--- src/rtt_pkg.sv ---
package rtt_pkg;

    localparam int TableEntriesDefault = 16;

    localparam int KeyW   = 32;
    localparam int TagW   = 16;
    localparam int TimerW = 8;
    localparam int RetryW = 8;
    localparam int KindW  = 3;
    localparam int OpW    = 2;

    // register file
    localparam int ApbAddrW  = 3;
    localparam int ApbDataW  = 32;
    localparam logic [TimerW-1:0] RetryIntervalReset = TimerW'(3);
    localparam logic [RetryW-1:0] RetryLimitReset    = RetryW'(2);
    localparam logic RegRetryLimit    = 1'b0;
    localparam logic RegRetryInterval = 1'b1;

    // operation codes
    localparam logic [OpW-1:0] OpAdd  = 2'd0;
    localparam logic [OpW-1:0] OpAck  = 2'd1;
    localparam logic [OpW-1:0] OpTick = 2'd2;

    // event kinds
    localparam logic [KindW-1:0] EvAdded    = 3'd0;
    localparam logic [KindW-1:0] EvFull     = 3'd1;
    localparam logic [KindW-1:0] EvAckHit   = 3'd2;
    localparam logic [KindW-1:0] EvAckMiss  = 3'd3;
    localparam logic [KindW-1:0] EvResend   = 3'd4;
    localparam logic [KindW-1:0] EvGiveUp   = 3'd5;
    localparam logic [KindW-1:0] EvTickDone = 3'd6;

    typedef struct packed {
        logic [OpW-1:0]  operation;
        logic [KeyW-1:0] packet_key;
        logic [TagW-1:0] buffer_tag;
    } t_in_word;

    typedef struct packed {
        logic [KindW-1:0] event_kind;
        logic [KeyW-1:0]  event_key;
        logic [TagW-1:0]  event_tag;
        logic             last_of_run;
    } t_out_word;

    typedef struct packed {
        logic [KeyW-1:0]   key;
        logic [TagW-1:0]   tag;
        logic [TimerW-1:0] timer;
        logic [RetryW-1:0] retries;
    } t_entry;

endpackage

--- src/retransmit_timer_table.sv ---
// retransmit timer table
//
// keeps the unacknowledged sent packets, oldest first, in a packed table
// channels: input words (add / ack / tick) on i_in_valid / o_in_ready,
// result words on o_out_valid / i_out_ready, registers on an apb-style port
// (retry_limit at 0x0, retry_interval at 0x4, pready always high)
// one word is worked on at a time; o_in_ready is high only while idle
// each word is walked through the table's one read port and one write port:
//   add            writes the new entry unless full, then loads its result word
//   ack            compares entry by entry; on a hit shifts younger entries down
//   tick           reads each stored entry in turn, then loads the tick-done word
// results go through one output register, so a new word is taken while the
// last result still waits; a stalled receiver holds the walk at its next result
// reset (synchronous, active low) empties the table and loads the register
// defaults (retry_limit 2, retry_interval 3); the table needs no clearing pass
module retransmit_timer_table #(
    parameter int TABLE_ENTRIES = rtt_pkg::TableEntriesDefault
) (
    input  logic                               i_clk,
    input  logic                               i_rst_n,
    // input words
    input  logic                               i_in_valid,
    output logic                               o_in_ready,
    input  rtt_pkg::t_in_word                  i_in_word,
    // result words
    output logic                               o_out_valid,
    input  logic                               i_out_ready,
    output rtt_pkg::t_out_word                 o_out_word,
    // register port
    input  logic                               psel,
    input  logic                               penable,
    input  logic                               pwrite,
    input  logic [rtt_pkg::ApbAddrW-1:0]       paddr,
    input  logic [rtt_pkg::ApbDataW-1:0]       pwdata,
    output logic [rtt_pkg::ApbDataW-1:0]       prdata,
    output logic                               pready
);
    import rtt_pkg::*;

    localparam int CntW = $clog2(TABLE_ENTRIES + 1);
    localparam int IdxW = (TABLE_ENTRIES > 1) ? $clog2(TABLE_ENTRIES) : 1;
    localparam logic [CntW:0] FullCnt = (CntW + 1)'(TABLE_ENTRIES);

    // sequencer states
    localparam logic [3:0] S_IDLE     = 4'd0;
    localparam logic [3:0] S_ADD      = 4'd1;
    localparam logic [3:0] S_ACK_RD   = 4'd2;
    localparam logic [3:0] S_ACK_CMP  = 4'd3;
    localparam logic [3:0] S_ACK_MISS = 4'd4;
    localparam logic [3:0] S_ACK_MRD  = 4'd5;
    localparam logic [3:0] S_ACK_MWR  = 4'd6;
    localparam logic [3:0] S_TICK_RD  = 4'd7;
    localparam logic [3:0] S_TICK_EV  = 4'd8;
    localparam logic [3:0] S_TICK_END = 4'd9;

    logic [3:0]        r_state, n_state;
    logic [CntW-1:0]   r_count, n_count;   // entries stored, slots 0..count-1 live
    logic [CntW-1:0]   r_idx, n_idx;       // read pointer of the walk
    logic [CntW-1:0]   r_w, n_w;           // write pointer of the tick compaction
    t_in_word          r_cmd;
    logic [RetryW-1:0] r_retry_limit;
    logic [TimerW-1:0] r_retry_interval;

    // table memory, one read and one write port
    t_entry            r_mem [TABLE_ENTRIES];
    t_entry            r_rdata;
    logic              mem_re, mem_we;
    logic [IdxW-1:0]   mem_raddr, mem_waddr;
    t_entry            mem_wdata;

    // output register
    logic              r_out_valid;
    t_out_word         r_out;
    logic              out_free, out_load;
    t_out_word         out_word;

    logic              in_fire, cfg_wr;
    logic [CntW:0]     idx_p1, idx_p2, cnt_x;

    assign o_in_ready  = (r_state == S_IDLE);
    assign in_fire     = i_in_valid & o_in_ready;
    assign o_out_valid = r_out_valid;
    assign o_out_word  = r_out;
    assign out_free    = ~r_out_valid | i_out_ready;

    assign idx_p1 = {1'b0, r_idx} + (CntW + 1)'(1);
    assign idx_p2 = {1'b0, r_idx} + (CntW + 1)'(2);
    assign cnt_x  = {1'b0, r_count};

    // register port, decoded on the word address bit only
    assign pready = 1'b1;
    assign cfg_wr = psel & penable & pwrite & pready;

    always_comb begin
        prdata = '0;
        if (paddr[2] == RegRetryLimit) begin
            prdata[RetryW-1:0] = r_retry_limit;
        end else begin
            prdata[TimerW-1:0] = r_retry_interval;
        end
    end

    always_ff @(posedge i_clk) begin
        if (!i_rst_n) begin
            r_retry_limit    <= RetryLimitReset;
            r_retry_interval <= RetryIntervalReset;
        end else if (cfg_wr) begin
            if (paddr[2] == RegRetryLimit) begin
                r_retry_limit <= pwdata[RetryW-1:0];
            end else begin
                r_retry_interval <= pwdata[TimerW-1:0];
            end
        end
    end

    // sequencer
    always_comb begin
        n_state   = r_state;
        n_count   = r_count;
        n_idx     = r_idx;
        n_w       = r_w;
        mem_re    = 1'b0;
        mem_raddr = r_idx[IdxW-1:0];
        mem_we    = 1'b0;
        mem_waddr = r_w[IdxW-1:0];
        mem_wdata = r_rdata;
        out_load  = 1'b0;
        out_word  = '0;

        unique case (r_state)
            S_IDLE: begin
                if (in_fire) begin
                    n_idx = '0;
                    n_w   = '0;
                    case (i_in_word.operation)
                        OpAdd:   n_state = S_ADD;
                        OpAck:   n_state = (r_count == '0) ? S_ACK_MISS : S_ACK_RD;
                        OpTick:  n_state = (r_count == '0) ? S_TICK_END : S_TICK_RD;
                        default: n_state = S_IDLE;   // unused code, no result
                    endcase
                end
            end

            S_ADD: begin
                if (out_free) begin
                    out_load             = 1'b1;
                    out_word.event_key   = r_cmd.packet_key;
                    out_word.event_tag   = r_cmd.buffer_tag;
                    out_word.last_of_run = 1'b1;
                    if (cnt_x == FullCnt) begin
                        out_word.event_kind = EvFull;
                    end else begin
                        out_word.event_kind = EvAdded;
                        mem_we              = 1'b1;
                        mem_waddr           = r_count[IdxW-1:0];
                        mem_wdata.key       = r_cmd.packet_key;
                        mem_wdata.tag       = r_cmd.buffer_tag;
                        mem_wdata.timer     = r_retry_interval;
                        mem_wdata.retries   = r_retry_limit;
                        n_count             = r_count + CntW'(1);
                    end
                    n_state = S_IDLE;
                end
            end

            S_ACK_RD: begin
                mem_re  = 1'b1;
                n_state = S_ACK_CMP;
            end

            S_ACK_CMP: begin
                if (r_rdata.key == r_cmd.packet_key) begin
                    if (out_free) begin
                        out_load             = 1'b1;
                        out_word.event_kind  = EvAckHit;
                        out_word.event_key   = r_rdata.key;
                        out_word.event_tag   = r_rdata.tag;
                        out_word.last_of_run = 1'b1;
                        if (idx_p1 < cnt_x) begin
                            n_state = S_ACK_MRD;
                        end else begin
                            n_count = r_count - CntW'(1);
                            n_state = S_IDLE;
                        end
                    end
                end else begin
                    n_idx   = idx_p1[CntW-1:0];
                    n_state = (idx_p1 < cnt_x) ? S_ACK_RD : S_ACK_MISS;
                end
            end

            S_ACK_MISS: begin
                if (out_free) begin
                    out_load             = 1'b1;
                    out_word.event_kind  = EvAckMiss;
                    out_word.event_key   = r_cmd.packet_key;
                    out_word.last_of_run = 1'b1;
                    n_state              = S_IDLE;
                end
            end

            // shift the younger entries down over the removed slot
            S_ACK_MRD: begin
                mem_re    = 1'b1;
                mem_raddr = idx_p1[IdxW-1:0];
                n_state   = S_ACK_MWR;
            end

            S_ACK_MWR: begin
                mem_we    = 1'b1;
                mem_waddr = r_idx[IdxW-1:0];
                n_idx     = idx_p1[CntW-1:0];
                if (idx_p2 < cnt_x) begin
                    n_state = S_ACK_MRD;
                end else begin
                    n_count = r_count - CntW'(1);
                    n_state = S_IDLE;
                end
            end

            S_TICK_RD: begin
                mem_re  = 1'b1;
                n_state = S_TICK_EV;
            end

            S_TICK_EV: begin
                if (r_rdata.timer != '0) begin
                    mem_we          = 1'b1;
                    mem_wdata.timer = r_rdata.timer - TimerW'(1);
                    n_w             = r_w + CntW'(1);
                    n_idx           = idx_p1[CntW-1:0];
                    n_state         = (idx_p1 < cnt_x) ? S_TICK_RD : S_TICK_END;
                end else if (out_free) begin
                    out_load           = 1'b1;
                    out_word.event_key = r_rdata.key;
                    out_word.event_tag = r_rdata.tag;
                    if (r_rdata.retries != '0) begin
                        out_word.event_kind = EvResend;
                        mem_we              = 1'b1;
                        mem_wdata.retries   = r_rdata.retries - RetryW'(1);
                        mem_wdata.timer     = r_retry_interval;
                        n_w                 = r_w + CntW'(1);
                    end else begin
                        out_word.event_kind = EvGiveUp;   // entry dropped
                    end
                    n_idx   = idx_p1[CntW-1:0];
                    n_state = (idx_p1 < cnt_x) ? S_TICK_RD : S_TICK_END;
                end
            end

            S_TICK_END: begin
                if (out_free) begin
                    out_load             = 1'b1;
                    out_word.event_kind  = EvTickDone;
                    out_word.last_of_run = 1'b1;
                    n_count              = r_w;
                    n_state              = S_IDLE;
                end
            end

            default: n_state = S_IDLE;
        endcase
    end

    always_ff @(posedge i_clk) begin
        if (!i_rst_n) begin
            r_state <= S_IDLE;
            r_count <= '0;
            r_idx   <= '0;
            r_w     <= '0;
        end else begin
            r_state <= n_state;
            r_count <= n_count;
            r_idx   <= n_idx;
            r_w     <= n_w;
        end
    end

    always_ff @(posedge i_clk) begin
        if (in_fire) begin
            r_cmd <= i_in_word;
        end
    end

    // table storage
    always_ff @(posedge i_clk) begin
        if (mem_we) begin
            r_mem[mem_waddr] <= mem_wdata;
        end
        if (mem_re) begin
            r_rdata <= r_mem[mem_raddr];
        end
    end

    // result word register
    always_ff @(posedge i_clk) begin
        if (!i_rst_n) begin
            r_out_valid <= 1'b0;
        end else if (out_load) begin
            r_out_valid <= 1'b1;
        end else if (i_out_ready) begin
            r_out_valid <= 1'b0;
        end
    end

    always_ff @(posedge i_clk) begin
        if (out_load) begin
            r_out <= out_word;
        end
    end

    // never more entries than slots
    a_count_bound: assert property (@(posedge i_clk) disable iff (!i_rst_n)
        cnt_x <= FullCnt)
        else $error("entry count above table size");

    // compaction write pointer never passes the read pointer
    a_tick_ptrs: assert property (@(posedge i_clk) disable iff (!i_rst_n)
        (r_state == S_TICK_EV) |-> (r_w <= r_idx))
        else $error("tick write pointer ahead of read pointer");

    // shifting on an ack only reads live slots
    a_ack_shift: assert property (@(posedge i_clk) disable iff (!i_rst_n)
        (r_state == S_ACK_MRD) |-> (idx_p1 < cnt_x))
        else $error("ack shift reads past the last entry");

    // the table does not change size while idle
    a_idle_count: assert property (@(posedge i_clk) disable iff (!i_rst_n)
        (r_state == S_IDLE) |=> (r_count == $past(r_count)))
        else $error("entry count changed while idle");

    // a word is only loaded into a free output register
    a_out_free: assert property (@(posedge i_clk) disable iff (!i_rst_n)
        out_load |-> out_free)
        else $error("result word overwritten");

endmodule

--- config.mk ---
export PLATFORM = sky130hd
export DESIGN_NAME = retransmit_timer_table
export DESIGN_NICKNAME = d
export VERILOG_FILES = /design/src/rtt_pkg.sv /design/src/retransmit_timer_table.sv
export SDC_FILE = /design/constraint.sdc
export NUM_CORES = 1
export LEC_CHECK = 0
export BUFFER_PORTS_ARGS = -buffer_cell sky130_fd_sc_hd__buf_2
export CAP_MARGIN = 0
export CORE_MARGIN = 2
export CORE_UTILIZATION = 56
export DETAILED_ROUTE_END_ITERATION = 16
export GPL_TIMING_DRIVEN = 0
export MAX_ROUTING_LAYER = met4
export PLACE_DENSITY = 0.76
export SYNTH_ARGS = -nofsm -noshare
export SYNTH_HDL_FRONTEND = slang
export SYNTH_SLANG_ARGS = --single-unit
--- constraint.sdc ---
create_clock -name i_clk -period 5.1 [get_ports i_clk]
set_input_delay 1.02 -clock i_clk [delete_from_list [all_inputs] [get_ports i_clk]]
set_output_delay 1.02 -clock i_clk [all_outputs]
set_load 0.05 [all_outputs]
Word level (Yosys, flattened, before mapping)
Memory sizes are Yosys's and may differ from the RTL's. A register that Yosys moved wholly into a read port is not among the register bits.
Index checks and enable logic that the tools add are counted.
{"block": "classes", "n_eq_ne": 26, "bitwise": 6, "mul": 0, "reduce_logical": 18, "shifts": 0, "n_lt_le_gt_ge": 2, "addsub": 7, "div": 0, "n_mux": 72}
{"cell": "51-bit 2-to-1 mux", "n": 4}
{"cell": "64-bit 2-to-1 mux", "n": 2}
{"cell": "32-bit one-hot mux with 4 select lines", "n": 1}
{"cell": "5-bit 2-to-1 mux", "n": 14}
{"cell": "50-bit 2-to-1 mux", "n": 1}
{"cell": "48-bit 2-to-1 mux", "n": 1}
{"cell": "16-bit one-hot mux with 3 select lines", "n": 1}
{"cell": "4-bit 2-to-1 mux", "n": 11}
{"cell": "5-bit one-hot mux with 4 select lines", "n": 2}
{"cell": "34-bit 2-to-1 mux", "n": 1}
{"cell": "32-bit equality test", "n": 1}
{"cell": "16-bit 2-to-1 mux", "n": 2}
{"cell": "16-bit one-hot mux with 2 select lines", "n": 1}
{"cell": "4-bit one-hot mux with 8 select lines", "n": 1}
{"cell": "8-bit 2-to-1 mux", "n": 3}
{"cell": "4-bit by 3-bit equality test with 1-bit output, second input constant", "n": 4}
{"cell": "2-bit inequality test, second input constant", "n": 8}
{"cell": "8-bit nonzero test", "n": 2}
{"cell": "8-bit by 1-bit subtractor with 8-bit output, second input constant", "n": 2}
{"cell": "1-bit 2-to-1 mux", "n": 15}
{"cell": "3-bit 2-to-1 mux", "n": 5}
{"cell": "3-bit one-hot mux with 5 select lines", "n": 1}
{"cell": "6-bit by 5-bit < comparator with 1-bit output", "n": 2}
{"cell": "4-bit one-hot mux with 3 select lines", "n": 1}
{"cell": "28 further kinds", "n": 45}
{"block": "word_totals", "reg_bits": 136, "mem_count": 1, "latchBits": 0, "rom_bits": 0, "output_inout_bits": 87, "input_bits": 92, "ram_bits": 1024}
{"name": "r_mem", "words": 16, "width": 64, "rd": 1, "rd_clocked_by_memory_dff": 1, "wr": 1, "line": "retransmit_timer_table.sv:65", "text": "t_entry r_mem [TABLE_ENTRIES];"}

Depth between registers and ports, before layout
Gate-level depths: netlist of the first run.
{"block": "logic_depth", "depth_word": 7, "ltp_mapped": 14, "ltp_nobuf": 14}

Least setup slack after synthesis of the first run
No wires, ideal clock.
{"block": "synth_path", "path_kind": "input -> register", "startpoint": "in i_out_ready", "endpoint": "mem r_mem[0][0] (netlist bit), enable pin", "slack_ns": -0.434, "arrival_time_ns": 5.048, "n_path_buf": 1, "stages": 6, "required_time_ns": 4.613, "setup_ns": 0.487, "path_cell_list": "nor2b_1 nor2_1 clkbuf_1 a222oi_1 nand3_1 nor2_1"}
{"block": "synth_via", "elab_chain_len": 6, "elab_cells_between_ends": 9}
{"item": "start: declaration", "line": "retransmit_timer_table.sv:27", "text": "input logic i_out_ready,"}
{"item": "1-bit OR (*)", "line": "retransmit_timer_table.sv:84", "text": "assign out_free = ~r_out_valid | i_out_ready;"}
{"item": "1-bit 2-to-1 mux", "line": "retransmit_timer_table.sv:233", "text": "end else if (out_free) begin"}
{"item": "1-bit 2-to-1 mux", "line": "retransmit_timer_table.sv:227", "text": "if (r_rdata.timer != '0) begin"}
{"item": "1-bit one-hot mux with 3 select lines", "line": "retransmit_timer_table.sv:130", "text": "unique case (r_state)"}
{"item": "1-bit 2-to-1 mux", "line": "retransmit_timer_table.sv:287", "text": "if (mem_we) begin"}
{"item": "1-bit 2-to-1 mux (not written as such)", "line": "retransmit_timer_table.sv:288", "text": "r_mem[mem_waddr] <= mem_wdata;"}
{"item": "end: declaration", "line": "retransmit_timer_table.sv:65"}
Every way passes the cells marked *; elsewhere a longest branch is shown, timed or not.

Worst setup path in the final report of the first run
{"block": "layout_path", "startpoint": "reg, netlist name r_rdata[59]", "endpoint": "reg r_out (netlist bit o_out_word[2]), enable pin"}
{"block": "layout_via", "elab_chain_len": 3}
{"item": "32-bit equality test", "line": "retransmit_timer_table.sv:172", "text": "if (r_rdata.key == r_cmd.packet_key) begin"}
{"item": "1-bit 2-to-1 mux", "line": "retransmit_timer_table.sv:172"}
{"item": "1-bit one-hot mux with 3 select lines", "line": "retransmit_timer_table.sv:130"}
{"item": "net out_load", "line": "retransmit_timer_table.sv:74", "text": "logic out_free, out_load;"}
{"item": "end signal: assignment", "line": "retransmit_timer_table.sv:308", "text": "r_out <= out_word;"}
{"item": "end: declaration", "line": "retransmit_timer_table.sv:73", "text": "t_out_word r_out;"}
The timed path passes the listed nets, and every way through them passes these cells.
A chain may end at the register's enable or synchronous reset.

==> report_table.html, run 1 <==
<table>
<tr><th>Metric</th><th>Value</th></tr>
<tr><th colspan="2">Status</th></tr>
<tr><td>Result of the run</td><td>completed</td></tr>
<tr><th colspan="2">Routing</th></tr>
<tr><td>Number of vias in the routed layout</td><td>25200</td></tr>
<tr><td>Detailed Route Iter0 Violations</td><td>about 3100</td></tr>
<tr><td>Routed wire length</td><td>between 100000 and 150000 µm</td></tr>
<tr><td>Number of antenna-violating nets in the routed design</td><td>0</td></tr>
<tr><td>Via density per instance</td><td>6.64</td></tr>
<tr><td>Average detailed-routed wire length per instance</td><td>32.2 µm</td></tr>
<tr><td>Post-detailed-route DRC marker count</td><td>0</td></tr>
<tr><td>Drt pass-1 iters</td><td>6</td></tr>
<tr><th colspan="2">Floorplan</th></tr>
<tr><td>Total I/O pin count</td><td>179</td></tr>
<tr><td>Overall die width</td><td>298 µm</td></tr>
<tr><td>Std-Cell Rows</td><td>107</td></tr>
<tr><td>Placeable Area</td><td>0.0853 mm²</td></tr>
<tr><td>Full die area</td><td>around 0.089 mm²</td></tr>
<tr><td>Starting density of the core</td><td>0.566</td></tr>
<tr><td>Die span in y</td><td>298 µm</td></tr>
<tr><th colspan="2">Final layout</th></tr>
<tr><td>Layout cell share with drive strength beyond 1</td><td>0.319</td></tr>
<tr><td>Area grow syn2layout</td><td>15.1%</td></tr>
<tr><td>Post-layout instance area</td><td>0.0556 mm²</td></tr>
<tr><td>Final standard cell count with taps included and fillers excluded</td><td>3797</td></tr>
<tr><td>Total number of nets in the final design</td><td>2676</td></tr>
<tr><th colspan="2">STA</th></tr>
<tr><td>Post-route clock skew</td><td>0.0280 ns</td></tr>
<tr><td>Setup TNS</td><td>0 ns</td></tr>
<tr><td>Setup repair after global routing missed its margin</td><td>no</td></tr>
<tr><td>Slew Limit Headroom</td><td>0.177</td></tr>
<tr><td>Minimum clock period after layout</td><td>4.75 ns</td></tr>
<tr><td>Hold Fails Final Rpt</td><td>0</td></tr>
<tr><td>Number of pins with negative max-slew slack in the final report</td><td>0</td></tr>
<tr><td>Final clock period utilization by the worst path</td><td>0.931</td></tr>
<tr><td>Total of endpoints with negative setup slack in the final report</td><td>0</td></tr>
<tr><td>Fmax achieved</td><td>0.211 GHz</td></tr>
<tr><td>Slew at the pin closest to its max-slew limit</td><td>1.23 ns</td></tr>
<tr><th colspan="2">Synthesis</th></tr>
<tr><td>Number of enable flip-flop cells after synthesis</td><td>about 1200</td></tr>
<tr><td>Share of flip-flops with an asynchronous set or reset</td><td>0</td></tr>
<tr><td>Fraction of post-synthesis cell area in the top cell type by area</td><td>0.739</td></tr>
<tr><td>Post-synthesis cell type with the largest combined area</td><td>sky130_fd_sc_hd__edfxtp_1</td></tr>
<tr><td>Biggest area contributors in the synthesized netlist</td><td>sky130_fd_sc_hd__edfxtp_1, sky130_fd_sc_hd__mux4_2, sky130_fd_sc_hd__dfxtp_1</td></tr>
<tr><td>Dominant synthesized flop cell</td><td>sky130_fd_sc_hd__edfxtp_1</td></tr>
<tr><td>Number of distinct library cells after synthesis</td><td>66</td></tr>
<tr><td>Sequential area share after synthesis</td><td>0.754</td></tr>
<tr><td>Ys Warns</td><td>0</td></tr>
<tr><td>Synthesized area per cell</td><td>approximately 22 µm²</td></tr>
<tr><td>Cell area after synthesis</td><td>0.0483 mm²</td></tr>
<tr><td>Count of mapped cells out of synthesis</td><td>2237</td></tr>
<tr><td>Number of register bits inferred by synthesis</td><td>1224</td></tr>
<tr><th colspan="2">Critical path</th></tr>
<tr><td>Dominant delay contributor by cell family on the critical path</td><td>simple AND/OR/NAND/NOR gates</td></tr>
<tr><td>Critical-path cell with the highest stage delay</td><td>sky130_fd_sc_hd__nor4_2</td></tr>
<tr><td>Startpoint kind of the worst setup timing path</td><td>register</td></tr>
<tr><td>CP Cell Sequence</td><td>xnor2_1 &gt; nand4_1 &gt; nor4_2 &gt; nand2_1 &gt; nor2_1 &gt; o21a_1 &gt; buf_2 &gt; a21o_4</td></tr>
<tr><td>Worst path arrival time</td><td>5.03 ns</td></tr>
<tr><td>Max Fanout on Critical Path</td><td>52</td></tr>
<tr><td>Critical Path Max Stage Delay</td><td>roughly 0.83 ns</td></tr>
<tr><td>Endpoint class of the critical path</td><td>register</td></tr>
<tr><td>CP required</td><td>about 5.4 ns</td></tr>
<tr><td>Worst Path Class, Setup</td><td>reg -&gt; reg</td></tr>
<tr><td>Number of buffer and inverter stages on the critical path</td><td>1</td></tr>
<tr><th colspan="2">Clock tree</th></tr>
<tr><td>Clk Tree Root Cell</td><td>sky130_fd_sc_hd__clkbuf_16</td></tr>
<tr><td>Worst skew pair latency</td><td>0.68 ns</td></tr>
<tr><td>Clock buffer depth</td><td>3</td></tr>
<tr><td>Post-CTS setup-driven buffer insertion count</td><td>0</td></tr>
<tr><td>Num CTS Buffers</td><td>115</td></tr>
<tr><td>TritonCTS sink count</td><td>1224</td></tr>
<tr><td>H-tree depth</td><td>3</td></tr>
<tr><td>Register clock-pin slew on the reported worst setup and hold paths</td><td>around 0.06 ns</td></tr>
<tr><td>Clock tree from TritonCTS</td><td>yes</td></tr>
<tr><th colspan="2">Placement</th></tr>
<tr><td>Placement-stage cell area</td><td>0.0518 mm²</td></tr>
<tr><td>Number of cells in the design after placement</td><td>3590</td></tr>
<tr><td>Half-perimeter wire length after placement</td><td>between 70000 and 80000 µm</td></tr>
<tr><td>Port-buffer cells</td><td>around 130</td></tr>
<tr><td>Weighted congestion at the end of routability-driven global placement</td><td>0.880</td></tr>
<tr><th colspan="2">Global routing</th></tr>
<tr><td>Initial antenna violation count</td><td>3</td></tr>
<tr><td>Overall track demand over capacity in global routing</td><td>0.285</td></tr>
<tr><td>Via count of the first global-routing pass</td><td>25300</td></tr>
<tr><td>Largest net degree at the start of global routing</td><td>53</td></tr>
<tr><td>First-pass GRT wire length</td><td>~180000 µm</td></tr>
<tr><td>Total overflow reported by the global router</td><td>0</td></tr>
<tr><th colspan="2">Pwr</th></tr>
<tr><td>Worst voltage drop across the vdd grid</td><td>0.325 mV</td></tr>
<tr><td>Power density relative to cell area</td><td>537 mW/mm²</td></tr>
<tr><td>Power, Total</td><td>29.9 mW</td></tr>
<tr><td>Leakage power</td><td>18.3 nW</td></tr>
<tr><th colspan="2">Run</th></tr>
<tr><td>Maximum capacitance violations</td><td>0</td></tr>
<tr><th colspan="2">Worst hold path</th></tr>
<tr><td>Worst hold path class</td><td>reg -&gt; reg</td></tr>
</table>
[synth_stat cells, drive strengths merged, types with 3 or more instances]
cell type and number:
a21o 7, nor3 13, o31ai 4, mux2i 8, clkbuf 34, inv 16, nand3 17, a222oi 3
nor2 68, nor4 7, xor2 10, o21ai 31, xnor2 44, and3 3, nand3b 3, dfxtp 36
a21oi 43, a22oi 9, or2 3, mux4 320, a22o 49, ha 18, nand2 79, nand2b 12
edfxtp 1188, a211oi 6, mux2 56, a311oi 4, buf 97, nor2b 6, nand4 11
[flip-flops by register name, indices dropped and copies added (netlist names)]
signal            cells
r_rdata              64
r_retry_limit         8
r_count               5
o_out_word           52
r_idx                 5
r_retry_interval      8
r_cmd                48
o_out_valid           1
r_w                   5
r_state               4
r_mem              1024
[placed cells by master (no fill, tap or decap), types with 6 or more instances in the layout]
cell type	n
sky130_fd_sc_hd__a21o_1	6
sky130_fd_sc_hd__a21oi_1	42
sky130_fd_sc_hd__a22o_1	49
sky130_fd_sc_hd__a22oi_1	9
sky130_fd_sc_hd__buf_1	11
sky130_fd_sc_hd__buf_12	44
sky130_fd_sc_hd__buf_16	9
sky130_fd_sc_hd__buf_2	157
sky130_fd_sc_hd__buf_4	31
sky130_fd_sc_hd__buf_6	30
sky130_fd_sc_hd__bufinv_16	16
sky130_fd_sc_hd__clkbuf_1	49
sky130_fd_sc_hd__clkbuf_16	118
sky130_fd_sc_hd__clkinv_1	26
sky130_fd_sc_hd__clkinv_2	20
sky130_fd_sc_hd__conb_1	25
sky130_fd_sc_hd__dfxtp_1	36
sky130_fd_sc_hd__edfxtp_1	1188
sky130_fd_sc_hd__ha_1	18
sky130_fd_sc_hd__inv_1	15
sky130_fd_sc_hd__mux2_2	56
sky130_fd_sc_hd__mux2i_1	8
sky130_fd_sc_hd__mux4_2	320
sky130_fd_sc_hd__nand2_1	79
sky130_fd_sc_hd__nand2b_1	11
sky130_fd_sc_hd__nand3_1	17
sky130_fd_sc_hd__nand4_1	11
sky130_fd_sc_hd__nor2_1	51
sky130_fd_sc_hd__nor2_4	16
sky130_fd_sc_hd__nor2b_1	6
sky130_fd_sc_hd__nor3_1	13
sky130_fd_sc_hd__o21ai_0	13
sky130_fd_sc_hd__o21ai_1	18
sky130_fd_sc_hd__xnor2_1	43
sky130_fd_sc_hd__xor2_1	8
[final timing paths]
check,start,to,slack [ns],cells past startpoint
hold reg to reg,r_retry_interval[4],r_retry_interval[4],0.48,2
setup reg to reg,r_rdata[59],o_out_word[2],0.35,8
hold / removal,r_retry_interval[4],r_retry_interval[4],0.48,2
setup / recovery,r_rdata[59],o_out_word[2],0.35,8
[layout make-up]
type	count	area, µm²
repair buffers	188	1850
flip-flops and latches	1224	36400
fillers	5299	29700
plain buffers	131	848
clock buffers	133	3010
well taps	1144	1430
inverters	16	60.1
multi-input cells	889	11200
diodes	2	5.00
clock inverters	70	751
[what timing repair did]
action | 4_1_cts | 5_1_grt
setup endpoints to repair | 25 | 9
resized for setup | 1 | 1
hold buffers | 0 | 0
[tightest hold or removal path: stages (launching register included)]
cell and delay, ns:
sky130_fd_sc_hd__dfxtp_1 0.32, sky130_fd_sc_hd__nand2_1 0.06, sky130_fd_sc_hd__a21oi_1 0.05
[stage by stage]
stage / util / worst slack, ns / hold slack, ns
2_1_floorplan: - / -0.434 / 0.446
4_1_cts: 0.651 / 0.255 / 0.481
5_1_grt: 0.652 / 0.281 / 0.504
6_report: 0.652 / 0.354 / 0.481
3_3_place_gp: 0.591 / -4.85 / 0.461
3_5_place_dp: 0.607 / 0.0545 / 0.470
[layer usage]
layer | track usage | share of wire | vias to the layer above
met5 | - | 0 | -
met4 | 0.0970 | 0.035 | 0
met3 | 0.0599 | 0.11 | 286
met2 | 0.447 | 0.49 | 1795
met1 | 0.377 | 0.36 | 13200
li1 | - | - | 9954
[cell families after synthesis]
| logic type | share of synthesized area |
|---|---|
| flip-flops | 0.754 |
| multiplexers | 0.164 |
| AND/OR/NAND/NOR | 0.0227 |
| AO/OA/AOI/OAI | 0.0252 |
| buffers and inverters | 0.0188 |
| XOR/XNOR | 0.0101 |
| adder cells (fa/ha/maj) | 0.00508 |
| other | 0.000156 |
[power breakdown]
part / switching, mW / internal (mW) / total, mW
clock network: 3.62 / 5.00 / 8.62
logic: 4.65 / 2.58 / 7.22
registers: 0.542 / 13.5 / 14.0
(Power assumes the default switching activity.)
==> run 2, diff against run 1 <==
--- a/config.mk
+++ b/config.mk
@@ -5,7 +5,7 @@
 export SDC_FILE = /design/constraint.sdc
 export NUM_CORES = 1
 export LEC_CHECK = 0
-export BUFFER_PORTS_ARGS = -buffer_cell sky130_fd_sc_hd__buf_2
+export BUFFER_PORTS_ARGS = -buffer_cell sky130_fd_sc_hd__buf_4
 export CAP_MARGIN = 0
 export CORE_MARGIN = 2
 export CORE_UTILIZATION = 56
==> constraint.sdc (replaced) <==
create_clock -name i_clk -period 5.1 [get_ports i_clk]
set_input_delay 0.255 -clock i_clk [delete_from_list [all_inputs] [get_ports i_clk]]
set_output_delay 0.255 -clock i_clk [all_outputs]
set_load 0.05 [all_outputs]
==> run 2 against run 1 <==
Compared with the run above:
- non-clock buffer count increased by 57
- die area unchanged
- clock power shrank 3.6%
- first-iteration DRC count up 7.9%
- utilization rose by 0.82 points
- critical path depth is the same
- critical path type unchanged
- critical endpoint is now o_out_word[23]
- largest cell class unchanged
==> report_table.html, run 2 (same netlist as run 1, synthesis figures left out) <==
<table>
<tr><th>Metric</th><th>Value</th></tr>
<tr><th colspan="2">Status</th></tr>
<tr><td>Result of the run</td><td>completed</td></tr>
<tr><th colspan="2">Clock tree</th></tr>
<tr><td>H-tree depth</td><td>3 (unchanged)</td></tr>
<tr><td>Post-CTS setup-driven buffer insertion count</td><td>0 (unchanged)</td></tr>
<tr><td>Clk Tree Root Cell</td><td>sky130_fd_sc_hd__clkbuf_16</td></tr>
<tr><td>Clock buffer depth</td><td>3 (unchanged)</td></tr>
<tr><td>Register clock-pin slew on the reported worst setup and hold paths</td><td>0.06 ns (about the same)</td></tr>
<tr><td>Clock tree from TritonCTS</td><td>yes</td></tr>
<tr><td>Num CTS Buffers</td><td>115 (unchanged)</td></tr>
<tr><td>TritonCTS sink count</td><td>1224 (unchanged)</td></tr>
<tr><td>Worst skew pair latency</td><td>0.70 ns (+0.02 ns)</td></tr>
<tr><th colspan="2">Final layout</th></tr>
<tr><td>Flip-flop count of the largest register after layout</td><td>1024 (unchanged)</td></tr>
<tr><td>Layout Utilization</td><td>0.660 (+0.00819)</td></tr>
<tr><td>Layout cell share with drive strength beyond 1</td><td>0.310 (-0.00892)</td></tr>
<tr><td>Commonest non-fill, non-tap cell in the layout</td><td>sky130_fd_sc_hd__edfxtp_1</td></tr>
<tr><td>Area grow syn2layout</td><td>16.6%</td></tr>
<tr><td>Total number of nets in the final design</td><td>2733 (+2.1%)</td></tr>
<tr><td>Post-layout instance area</td><td>0.0563 mm² (+1.3%)</td></tr>
<tr><td>Register containing the most flip-flops in the final layout</td><td>r_mem</td></tr>
<tr><td>Commonest cells after routing, fill and taps aside</td><td>sky130_fd_sc_hd__edfxtp_1, sky130_fd_sc_hd__mux4_2, sky130_fd_sc_hd__buf_4</td></tr>
<tr><th colspan="2">Critical path</th></tr>
<tr><td>CP required</td><td>5.40 ns (+0.02 ns)</td></tr>
<tr><td>Worst Path Class, Setup</td><td>reg -&gt; reg</td></tr>
<tr><td>R2R setup slack</td><td>0.21 ns (-0.15 ns)</td></tr>
<tr><td>Max Fanout on Critical Path</td><td>52 (unchanged)</td></tr>
<tr><td>Endpoint class of the critical path</td><td>register</td></tr>
<tr><td>Startpoint kind of the worst setup timing path</td><td>register</td></tr>
<tr><td>Worst path arrival time</td><td>5.19 ns (+0.16 ns)</td></tr>
<tr><th colspan="2">Routing</th></tr>
<tr><td>Post-detailed-route DRC marker count</td><td>0 (unchanged)</td></tr>
<tr><td>Detailed Route Iter0 Violations</td><td>3372 (+7.9%)</td></tr>
<tr><td>Number of antenna-violating nets in the routed design</td><td>0 (unchanged)</td></tr>
<tr><td>Drt pass-1 iters</td><td>6 (unchanged)</td></tr>
<tr><td>Number of vias in the routed layout</td><td>25400 (+0.61%)</td></tr>
<tr><td>Average detailed-routed wire length per instance</td><td>31.5 µm (-2.2%)</td></tr>
<tr><td>Routed wire length</td><td>121000 µm (-0.77%)</td></tr>
<tr><td>Via density per instance</td><td>6.58 (-0.85%)</td></tr>
<tr><th colspan="2">STA</th></tr>
<tr><td>Final clock period utilization by the worst path</td><td>0.960 (+0.0292)</td></tr>
<tr><td>Slew Limit Headroom</td><td>0.192 (+0.0152)</td></tr>
<tr><td>Fmax achieved</td><td>0.204 GHz (-3.0%)</td></tr>
<tr><td>Total of endpoints with negative setup slack in the final report</td><td>0 (unchanged)</td></tr>
<tr><td>Minimum clock period after layout</td><td>4.89 ns (+0.149 ns)</td></tr>
<tr><td>Smallest setup slack after layout</td><td>0.205 ns (-0.149 ns)</td></tr>
<tr><td>Setup repair after global routing missed its margin</td><td>no</td></tr>
<tr><td>Hold WS</td><td>0.0703 ns (-0.411 ns)</td></tr>
<tr><td>Hold Fails Final Rpt</td><td>0 (unchanged)</td></tr>
<tr><td>Post-route clock skew</td><td>0.0411 ns (+0.0132 ns)</td></tr>
<tr><td>Number of pins with negative max-slew slack in the final report</td><td>0 (unchanged)</td></tr>
<tr><td>Slew at the pin closest to its max-slew limit</td><td>1.20 ns (-0.0226 ns)</td></tr>
<tr><th colspan="2">Floorplan</th></tr>
<tr><td>Std-Cell Rows</td><td>107 (unchanged)</td></tr>
<tr><td>Total I/O pin count</td><td>179 (unchanged)</td></tr>
<tr><td>Starting density of the core</td><td>0.566 (unchanged)</td></tr>
<tr><td>Full die area</td><td>0.0886 mm² (unchanged)</td></tr>
<tr><td>Die span in y</td><td>298 µm (unchanged)</td></tr>
<tr><td>Placeable Area</td><td>0.0853 mm² (unchanged)</td></tr>
<tr><td>Overall die width</td><td>298 µm (unchanged)</td></tr>
<tr><th colspan="2">Pwr</th></tr>
<tr><td>Fraction of power consumed by the clock network</td><td>0.280 (-0.009)</td></tr>
<tr><td>Share of total power in sequential cells</td><td>0.473 (+0.004)</td></tr>
<tr><td>Leakage power</td><td>18.5 nW (+1.4%)</td></tr>
<tr><td>Switching part of the total</td><td>0.295 (about the same)</td></tr>
<tr><td>Power Internal</td><td>20.9 mW (-0.57%)</td></tr>
<tr><td>Combinational share of power</td><td>0.247 (+0.005)</td></tr>
<tr><td>Worst voltage drop across the vdd grid</td><td>0.367 mV (+13%)</td></tr>
<tr><td>Net switching power of the design</td><td>8.75 mW (-0.69%)</td></tr>
<tr><td>Power density relative to cell area</td><td>527 mW/mm² (-1.8%)</td></tr>
<tr><th colspan="2">Run</th></tr>
<tr><td>Maximum capacitance violations</td><td>0 (unchanged)</td></tr>
<tr><th colspan="2">Global routing</th></tr>
<tr><td>Overall track demand over capacity in global routing</td><td>0.283 (-0.00193)</td></tr>
<tr><td>Largest net degree at the start of global routing</td><td>53 (unchanged)</td></tr>
<tr><td>Total overflow reported by the global router</td><td>0 (unchanged)</td></tr>
<tr><td>Initial antenna violation count</td><td>1 (-2)</td></tr>
<tr><td>Via count of the first global-routing pass</td><td>25700 (+1.4%)</td></tr>
<tr><td>First-pass GRT wire length</td><td>174000 µm (-0.68%)</td></tr>
<tr><th colspan="2">Placement</th></tr>
<tr><td>Port-buffer cells</td><td>127 (unchanged)</td></tr>
<tr><td>Placement-stage cell area</td><td>0.0521 mm² (+0.56%)</td></tr>
<tr><td>Weighted congestion at the end of routability-driven global placement</td><td>0.878 (-0.27%)</td></tr>
<tr><td>Pre-CTS setup slack</td><td>-0.0310 ns (-0.0855 ns)</td></tr>
<tr><td>Half-perimeter wire length after placement</td><td>74900 µm (+3.5%)</td></tr>
<tr><th colspan="2">Worst hold path</th></tr>
<tr><td>Worst hold path class</td><td>in -&gt; reg</td></tr>
</table>
## run 2: path summary, 6_finish.rpt
kind	startpoint	cells past startpoint	end
setup / recovery	r_rdata[59]	8	o_out_word[23]
hold / removal	paddr[2]	5	r_retry_interval[7]
setup reg to reg	r_rdata[59]	8	o_out_word[23]
hold reg to reg	r_retry_interval[4]	2	r_retry_interval[4]
## run 2: what timing repair did
action,in CTS,in global routing
endpoints found under the hold margin,65,0
hold buffers,57,0
endpoints found under the setup margin,52,52
gates resized for setup,1,1
pin swaps,0,0
## run 2: final cells by class
type	instances	area [µm²]
tap	1144	1430
buffer	131	848
antenna	1	2.50
inverter	16	60.1
clock inverter	65	623
fill	5232	29000
clock buffer	138	2990
sequential	1224	36400
multi-input combinational	889	11200
timing repair buffer	245	2700
## run 2: power groups by stage
stage / registers (mW) / logic, mW / clock network (mW)
after floorplan: 14.8 / 4.02 / 0
after global placement: 14.2 / 6.42 / 0
after detailed placement: 14.2 / 7.19 / 0
after CTS: 14.0 / 7.29 / 8.38
after global routing: 14.1 / 7.75 / 8.72
final: 14.0 / 7.33 / 8.31
## run 2: worst max-delay path, cell delays in order, from the launching register on
cell and delay, ns:
sky130_fd_sc_hd__edfxtp_1 0.50, sky130_fd_sc_hd__xnor2_1 0.48, sky130_fd_sc_hd__nand4_1 0.27, sky130_fd_sc_hd__nor4_2 0.95
sky130_fd_sc_hd__nand2_1 0.41, sky130_fd_sc_hd__nor2_1 0.19, sky130_fd_sc_hd__o21a_1 0.33, sky130_fd_sc_hd__buf_2 0.55
sky130_fd_sc_hd__a21o_4 0.77
## run 2: metal layers
layer | up-vias | part of all wire | global-route usage
met5 | - | 0 | -
met4 | 0 | 0.034 | 0.0973
met3 | 279 | 0.11 | 0.0528
met2 | 1747 | 0.50 | 0.455
met1 | 13300 | 0.36 | 0.368
li1 | 10100 | - | -
## run 2: stage by stage
stage	setup TNS [ns]	power [mW]	instances
after detailed placement	-1.01	21.4	3590
after global routing	0	30.6	3853
after CTS	0	29.7	3850
after global placement	-3776.70	20.6	3531
final	0	29.7	3853
after floorplan	-92.02	18.8	2260
